--- config.mk ---
export PLATFORM = sky130hd
export DESIGN_NAME = fte_ctrl
export DESIGN_NICKNAME = d
export VERILOG_FILES = /design/src/design/fte_pkg.sv /design/src/design/fte_ctrl.sv
export SDC_FILE = /design/constraint.sdc
export NUM_CORES = 1
export LEC_CHECK = 0
export ABC_AREA = 1
export BUFFER_PORTS_ARGS = -buffer_cell sky130_fd_sc_hd__buf_2
export CORE_AREA = 5 5 42 44
export DETAILED_ROUTE_END_ITERATION = 7
export DIE_AREA = 0 0 47 49
export SLEW_MARGIN = 20
export SYNTH_ARGS = -nofsm -noshare
export SYNTH_HDL_FRONTEND = slang
export SYNTH_SLANG_ARGS = --single-unit
--- constraint.sdc ---
create_clock -name clk -period 1 [get_ports clk]
set_input_delay 0.25 -clock clk [delete_from_list [all_inputs] [get_ports clk]]
set_output_delay 0.25 -clock clk [all_outputs]
set_load 0.01 [all_outputs]
--- src/design/fte_pkg.sv ---
// Package for the function-reference table engine.
// Holds action and status codes, register indexes and the controller/datapath
// types. No dependencies.
`default_nettype none
package fte_pkg;

  localparam logic [2:0] ACT_GET  = 3'd0;
  localparam logic [2:0] ACT_SET  = 3'd1;
  localparam logic [2:0] ACT_SIZE = 3'd2;
  localparam logic [2:0] ACT_GROW = 3'd3;
  localparam logic [2:0] ACT_FILL = 3'd4;
  localparam logic [2:0] ACT_COPY = 3'd5;

  localparam logic [1:0] ST_OK       = 2'd0;
  localparam logic [1:0] ST_INVALID  = 2'd1;
  localparam logic [1:0] ST_TRAP     = 2'd2;
  localparam logic [1:0] ST_MISMATCH = 2'd3;

  localparam logic [2:0] CFG_FUNC_COUNT = 3'd0;
  localparam logic [2:0] CFG_T0_MAX     = 3'd1;
  localparam logic [2:0] CFG_T0_HAS_MAX = 3'd2;
  localparam logic [2:0] CFG_T1_MAX     = 3'd3;
  localparam logic [2:0] CFG_T1_HAS_MAX = 3'd4;

  typedef enum logic [1:0] {
    ROUTE_DONE,
    ROUTE_GET,
    ROUTE_FILL,
    ROUTE_COPY
  } route_t;

  typedef enum logic [2:0] {
    S_IDLE,
    S_GET,
    S_FILL,
    S_CP_RD,
    S_CP_WR,
    S_OUT
  } state_t;

  typedef struct packed {
    logic accept;
    logic get_cap;
    logic fill_wr;
    logic cp_rd;
    logic cp_wr;
  } cmd_t;

  typedef struct packed {
    route_t route;
    logic   rem_last;
  } sts_t;

endpackage
`default_nettype wire

--- src/design/fte_ctrl.sv ---
// Controller state machine for the function-reference table engine.
// Sequences get, fill/grow and copy steps. Depends on fte_pkg.
`default_nettype none
module fte_ctrl (
  input  wire logic        clk,
  input  wire logic        rst_n,
  input  wire logic        in_valid,
  output logic             in_stall,
  output logic             out_valid,
  input  wire logic        out_stall,
  input  fte_pkg::sts_t    sts,
  output fte_pkg::cmd_t    cmd
);
  import fte_pkg::*;

  state_t state_r, state_nxt;

  always_ff @(posedge clk) begin
    if (!rst_n) begin
      state_r <= S_IDLE;
    end else begin
      state_r <= state_nxt;
    end
  end

  always_comb begin
    state_nxt = state_r;
    cmd       = '0;
    in_stall  = 1'b1;
    out_valid = 1'b0;
    case (state_r)
      S_IDLE: begin
        in_stall = 1'b0;
        if (in_valid) begin
          cmd.accept = 1'b1;
          case (sts.route)
            ROUTE_GET:  state_nxt = S_GET;
            ROUTE_FILL: state_nxt = S_FILL;
            ROUTE_COPY: state_nxt = S_CP_RD;
            default:    state_nxt = S_OUT;
          endcase
        end
      end
      S_GET: begin
        cmd.get_cap = 1'b1;
        state_nxt   = S_OUT;
      end
      S_FILL: begin
        cmd.fill_wr = 1'b1;
        if (sts.rem_last) begin
          state_nxt = S_OUT;
        end
      end
      S_CP_RD: begin
        cmd.cp_rd = 1'b1;
        state_nxt = S_CP_WR;
      end
      S_CP_WR: begin
        cmd.cp_wr = 1'b1;
        state_nxt = sts.rem_last ? S_OUT : S_CP_RD;
      end
      S_OUT: begin
        out_valid = 1'b1;
        if (!out_stall) begin
          state_nxt = S_IDLE;
        end
      end
      default: state_nxt = S_IDLE;
    endcase
  end

  a_out_blocks_in: assert property (@(posedge clk) disable iff (!rst_n)
    out_valid |-> in_stall) else $error("item accepted while result pending");
  a_get_path: assert property (@(posedge clk) disable iff (!rst_n)
    (in_valid && !in_stall && sts.route == ROUTE_GET) |=> state_r == S_GET)
    else $error("get did not enter read wait");
  a_copy_pairs: assert property (@(posedge clk) disable iff (!rst_n)
    (state_r == S_CP_RD) |=> state_r == S_CP_WR)
    else $error("copy read not followed by write");

endmodule
`default_nettype wire

==> metrics list, run 1 <==
- The run finished, with violations left.
* Violated checks: negative setup slack
* Slew of the pin with the lowest slew margin: 146 ps
* Tightest Hold Check Type: in -> reg
* Final slew viol count: 0
- Top-Level Pins: 14
- CP startpoint kind: register
* Number of vias in the routed layout: 393
- Number of synthesis warnings: 0
* Ratio of final minimum period to clock period: 127%
* Maximum number of pins on one net before global-route repair: 6
* Die W: 47 µm
* Final setup slack of the worst path: -269 ps
- Critical path class: reg -> out
* Num CTS Buffers: 3
- DR vias/cell: 4.37
* Endpoint required time on the critical path: 750 ps
- Root Buffer: sky130_fd_sc_hd__clkbuf_4
- After layout, the minimum clock period comes to 1270 ps.
- Counting the fill cells in the layout gives 153.
- In this run the mean area of a mapped cell was 5.70 µm².
- Worst Skew: 0.572 ps
* Total congestion overflow after global routing: 0
- Number of flip-flops in the largest register: 3
* Hold bufs inserted after CTS: 0
- Dividing the detail-routed wire length by the instance count gives 9.97 µm.
- First-pass GRT wire length: 1530 µm
- state_r holds more flip-flops than any other register.
* Number of design rule violations left after detail routing: 0
- Number of diodes added for antenna fixing: 0
- Counting flops and latches in the post-synthesis netlist gives 3.
* Initial core utilization: 18.3%
- The cell count after synthesis came out at 45.
- The final layout contains routed wiring with a total length of 897 µm.
- Crit Path Max Fanout: 3
- 1st-iter DRT viols: 0
- # port buffers: 13
- At the end of routability-driven placement, the weighted congestion stood at 0.684.
- Element type at the critical path end: output pin
- Global routing consumed, over all layers together, 8.94% of the routing resources.
* Max-slew headroom: 90.2%
* Clock Sink Count: 3
- TritonCTS clock tree: yes
- Summing the sequential cell areas from Yosys gives 23.4% of the chip area.
* Total power density per cell area: 3250 mW/mm²
- Area added between synthesis and finish: 119%
- Across the run, the number of max-cap violations was 0.
- The final count of hold timing violations is 0.
- Post-place setup slack: -113 ps
- Synthesized cell area: 256 µm²
- Share of cells above drive strength 1: 70.3%
- Data arrival time of the worst path: 1020 ps
* Nets in the synthesized netlist: 52
- Cell total after placement: 81
* Count of endpoints failing setup in the final report: 10
- For this run, the detailed router's first-pass iteration total came to 1.
- In this run the standard cell core region covers 0.00140 mm².
- Summed over all cells, the static leakage comes to 0.307 nW.
- DIE AREA: 0.00230 mm²
- The number of global-route vias before repair is 410.
- Setup repair after global routing could not meet its margin everywhere.
- Number of buffers between clock root and the deepest sink: 2
- The worst-case IR drop observed on VDD is 1.22 mV.
- For this run, the post-layout net count is 82.
* Detail Placement HPWL: 619 µm
- The initialized floorplan defines 14 standard-cell rows.
* Antenna-violating nets left: 0
* Count of non-filler cells in the finished layout: 90
- H-tree levels: 1
- Synth cell types: 15
- Antenna violations before repair: 0
- Clock-pin slew was measured on the worst setup and hold paths at 40 ps.
- Max frequency: 788 MHz
- Clock latency reported for the late side of the worst-skew pair: 230 ps
- Die outline height: 49 µm
- Top flop regs: state_r (3)
## cell families (layout without fill, tap and decap cells)
| group | after synthesis | count (layout) | share of synthesized area [%] |
|---|---|---|---|
| flops | 3 | 3 | 23.4 |
| buf+inv | 12 | 41 | 17.6 |
| compound gates | 5 | 5 | 10.2 |
| simple gates | 25 | 25 | 48.8 |
## final timing paths
check,start,end,slack [ps],cells after the start
min,rst_n,state_r[2],260,3
min reg2reg,state_r[0],state_r[1],710,5
max,state_r[1],cmd[4],-270,6
max reg2reg,state_r[0],state_r[0],-130,8
## critical path, cell delays in order, from the launching register on
cell	delay, ps
sky130_fd_sc_hd__dfxtp_4	350
sky130_fd_sc_hd__inv_4	70
sky130_fd_sc_hd__nand2_4	50
sky130_fd_sc_hd__nor2_4	90
sky130_fd_sc_hd__inv_2	50
sky130_fd_sc_hd__nor2_4	70
sky130_fd_sc_hd__buf_6	100
## placed cells by master (no fill, tap or decap), types with 3 or more instances in the layout
| master | n |
|---|---|
| sky130_fd_sc_hd__nor2_2 | 3 |
| sky130_fd_sc_hd__inv_4 | 3 |
| sky130_fd_sc_hd__buf_4 | 10 |
| sky130_fd_sc_hd__inv_1 | 6 |
| sky130_fd_sc_hd__inv_2 | 3 |
| sky130_fd_sc_hd__nand2_1 | 9 |
| sky130_fd_sc_hd__buf_6 | 4 |
| sky130_fd_sc_hd__buf_2 | 11 |
| sky130_fd_sc_hd__clkbuf_4 | 3 |
## cell type report
| class | count | area [µm²] | share of cell area, % |
|---|---|---|---|
| sequential | 3 | 68.8 | 12.2 |
| tap | 16 | 20.0 | 3.56 |
| inverter | 12 | 52.6 | 9.35 |
| clock buffer | 4 | 26.3 | 4.68 |
| timing repair buffer | 25 | 175 | 31.2 |
| multi-input combinational | 30 | 219 | 39.0 |
## synthesized netlist by cell type (all sizes together)
library cell,instances,area share [%]
dfxtp,3,23
a21oi,1,1.9
nor3,2,3.9
inv,12,18
o21ai,3,5.9
or2,1,2.4
nor2,5,9.3
nand3,5,14
nand4,2,4.9
a31oi,1,2.4
nand2,10,15
## power by group
part | switching, mW | leakage (nW) | internal (mW)
sequential | 0.0944 | 0.0264 | 0.202
combinational | 0.671 | 0.266 | 0.654
clock | 0.0583 | 0.0150 | 0.149
total | 0.824 | 0.307 | 1.00
## routing by layer
layer,up-vias,part of all wire (%),global-route usage [%]
li1,201,-,-
met1,177,32,9.21
met2,11,59,15.4
met3,4,6.7,2.21
met4,0,2.1,5.07
met5,-,0,0
## metrics by stage
stage / total power, mW / instance area, µm² / utilization [%] / hold WS [ps] / TNS (ps)
2_1_floorplan: 0.774 / 267 / - / 348 / -60.6
3_3_place_gp: 1.16 / 404 / 28.8 / 472 / -457
3_5_place_dp: 1.17 / 404 / 28.8 / 471 / -567
4_1_cts: 1.72 / 526 / 37.5 / 235 / -2000
5_1_grt: 1.99 / 562 / 40.1 / 274 / -2660
6_report: 1.83 / 562 / 40.1 / 257 / -2020
## what timing repair did
action	4_1_cts	5_1_grt
setup endpoints to repair	10	10
setup buffers	5	0
gates resized for setup	17	10
pin swaps	7	6
Note: power is estimated with default switching activity, not from simulation.
==> run 2, diff against run 1 <==
CTS_CLUSTER_SIZE = 8   (was default)
GPL_ROUTABILITY_DRIVEN = 0   (was default)
PLACE_DENSITY = 0.38   (was default)
==> run 2 against run 1 <==
The flow still finishes with violations (negative setup slack). Sequential power shrank 6%. First-iteration DRC count grew 7. Cell count shrank 4.4%. Clock power is essentially flat. Wire length shrank 9.4%. Sequential share of layout area grew 0.55 points. Register-to-register slack gained 30 ps. Count of clock-buffer cells in the layout is the same. Combinational power shrank 8%. Clock skew grew 2.5 ps. Cell area shrank 7.8%.
==> metrics list, run 2 (synthesis gave the netlist of run 1 again) <==
- Status: finished with violations (unchanged)
- Violated checks: negative setup slack (unchanged).
- The number of placed I/O pins was 14 (unchanged).
- Antenna-violating nets left: 0 (unchanged)
* Root Buffer: sky130_fd_sc_hd__clkbuf_4 (unchanged)
- Ordered list of cells on the worst path: inv_2, nand2_2, nor2_4, inv_2, nor2_4, buf_6 (was inv_4, nand2_4, nor2_4, inv_2, nor2_4, buf_6)
- Most frequent cells in the layout: 9 x sky130_fd_sc_hd__nand2_1, 9 x sky130_fd_sc_hd__buf_2, 6 x sky130_fd_sc_hd__inv_1, 6 x sky130_fd_sc_hd__buf_6, 6 x sky130_fd_sc_hd__buf_4 (was 11 x sky130_fd_sc_hd__buf_2, 10 x sky130_fd_sc_hd__buf_4, 9 x sky130_fd_sc_hd__nand2_1)
* Worst Skew: 3.03 ps (was 0.572 ps)
- Top flop regs: state_r (3) (unchanged).
- H-tree levels: 1 (unchanged)
* Fin area: 518 µm² (was 562 µm²)
- Slack of the worst reg-to-reg path: -100 ps (was -130 ps)
* Element type at the critical path end: output pin (unchanged)
- Initial core utilization: 18.3% (unchanged)
* Number of global-route vias before repair: 387 (was 410)
* Area added between synthesis and finish: 102% (was 119%)
* Data arrival time of the worst path: 1030 ps (was 1020 ps)
- First-pass iteration count of the detailed router: 4 (was 1)
- TritonCTS clock tree: yes (unchanged)
* Number of fill cells: 169 (was 153)
- Critical R2R Capture: state_r[0] (unchanged)
- The number of standard cells in the layout, taps in and fillers out was 86 (was 90).
* Hold Vio Cnt, Final: 0 (unchanged)
* Clock transition time at the flip-flop clock pins of the worst setup and hold paths: 30 ps (was 40 ps)
- DR vias/cell: 4.21 (was 4.37)
* Crit Path Max Fanout: 3 (unchanged)
- Final setup slack of the worst path: -285 ps (was -269 ps)
- RSZ-0062 raised after global routing: yes (unchanged).
* Worst path slowest cell: sky130_fd_sc_hd__dfxtp_2 (was sky130_fd_sc_hd__dfxtp_4)
* Clock latency reported for the late side of the worst-skew pair: 230 ps (about the same)
- Detail Placement HPWL: 624 µm (was 619 µm)
- The peak per-stage delay on the critical path is 330 ps (was 350 ps).
* Max Cap Violations: 0 (unchanged)
* Clock Sink Count: 3 (unchanged)
- Share of cells above drive strength 1: 64.3% (was 70.3%)
- The end point of the critical path is cmd[4] (unchanged).
- The floorplan core area is 0.00140 mm² (unchanged).
- Final slew viol count: 0 (unchanged)
* Number of vias in the routed layout: 362 (was 393)
* Ratio of final minimum period to clock period: 128% (was 127%)
* Number of design rule violations left after detail routing: 0 (unchanged)
- The total wirelength of the detailed-routed design is 813 µm (was 897 µm).
- Slew of the pin with the lowest slew margin: 162 ps (was 146 ps)
* Die outline height: 49 µm (unchanged)
- The largest net degree at the start of global routing was 7 (was 6).
- The count of buffers inserted at the top-level ports came to 13 (unchanged).
- The maximum clock insertion buffer count was 2 (unchanged).
- The path class of the lowest-slack min-delay path was in -> reg (unchanged).
* Total congestion overflow after global routing: 0 (unchanged)
- Antenna violations before repair: 0 (unchanged)
- Worst reg2reg path depth: 8 (unchanged)
- Critical path class: reg -> out (unchanged)
- Max frequency: 778 MHz (was 788 MHz)
- Total power density per cell area: 3300 mW/mm² (was 3250 mW/mm²)
- The headroom to the max-slew limit is 89.1% (was 90.2%).
- Fin nets: 78 (was 82)
- CP startpoint kind: register (unchanged)
- The source of the critical timing path was state_r[0] (was state_r[1]).
- The worst hold slack after final layout came to 244 ps (was 257 ps).
* Final critical-path required period: 1280 ps (was 1270 ps)
- Num CTS Buffers: 3 (unchanged)
- The number of violations reported at the end of detailed-routing iteration 0 came to 7 (was 0).
* Register ranked first by flip-flop count: state_r (unchanged)
- Post-Place Cell Area: 382 µm² (was 404 µm²)
* Post-route core utilization: 37.0% (was 40.1%)
* IR Drop Worst-Case VDD: 1.59 mV (was 1.22 mV)
* DIE AREA: 0.00230 mm² (unchanged)
* GRT Overall Usage: 8.71% (was 8.94%)
* Routed length per instance: 9.45 µm (was 9.97 µm)
- The cell count after placement was 78 (was 81).
- The die span in x is 47 µm (unchanged).
- The number of cells on the worst hold path was 3 (unchanged).
* Number of flip-flops in the largest register: 3 (unchanged)
- The area of the multi-input gates was 200 µm² (was 219 µm²).
* Placement Rows: 14 (unchanged)
* Power after layout: 1.71 mW (was 1.83 mW)
* Count of endpoints failing setup in the final report: 10 (unchanged)
- First-pass GRT wire length: 1480 µm (was 1530 µm)
* Static Leak: 0.283 nW (was 0.307 nW)
* Number of diodes added for antenna fixing: 0 (unchanged)
- The data required time of the critical path came to 750 ps (about the same).
* Seq. cell area: 66.3 µm² (was 68.8 µm²)
* FF-to-FF Start: state_r[0] (unchanged)
==> run 2: area by class of cell <==
cell class / count / area share (%)
multi-input combinational: 30 / 38.6
sequential: 3 / 12.8
inverter: 12 / 9.18
timing repair buffer: 21 / 30.4
tap: 16 / 3.86
clock buffer: 4 / 5.07
==> run 2: worst min path at each step <==
stage | endpoint | startpoint | slack (ps)
after floorplan | state_r[2] | rst_n | 350
after global placement | state_r[2] | rst_n | 490
after detailed placement | state_r[2] | rst_n | 490
after CTS | state_r[0] | rst_n | 240
after global routing | state_r[0] | rst_n | 250
final | state_r[2] | rst_n | 240
==> run 2: worst max-delay path: cells and delay by family, from the launching register on <==
kind | cells | cell delay [ps]
buf+inv | 3 | 240
flops | 1 | 330
simple gates | 3 | 240
==> run 2: what timing repair did <==
action | CTS | global route
endpoints found under the setup margin | 10 | 10
hold buffers | 0 | 0
resized for setup | 13 | 8
pin swaps | 6 | 5
buffers inserted | 4 | 0
gates cloned | 0 | 0
==> run 2: power breakdown <==
part           total [mW]  switching, mW  internal (mW)
registers           0.279         0.0847          0.195
logic                1.22          0.624          0.597
clock network       0.207         0.0580          0.149
total                1.71          0.766          0.941
==> run 2: routing by layer <==
metal  global-route usage, %  routed length (µm)  up-vias
li1                        -                   -      193
met1                    9.39                 328      160
met2                    14.9                 445        9
met3                    3.32                  39        0
met4                    2.76                   0        0
met5                       0                   0        -
==> run 2: per-stage QoR <==
step           worst slack [ps]  setup TNS, ps
5_1_grt                    -342          -2590
2_1_floorplan             -32.4          -60.6
3_3_place_gp               -129           -774
4_1_cts                    -295          -2100
3_5_place_dp               -129           -667
6_report                   -285          -1930
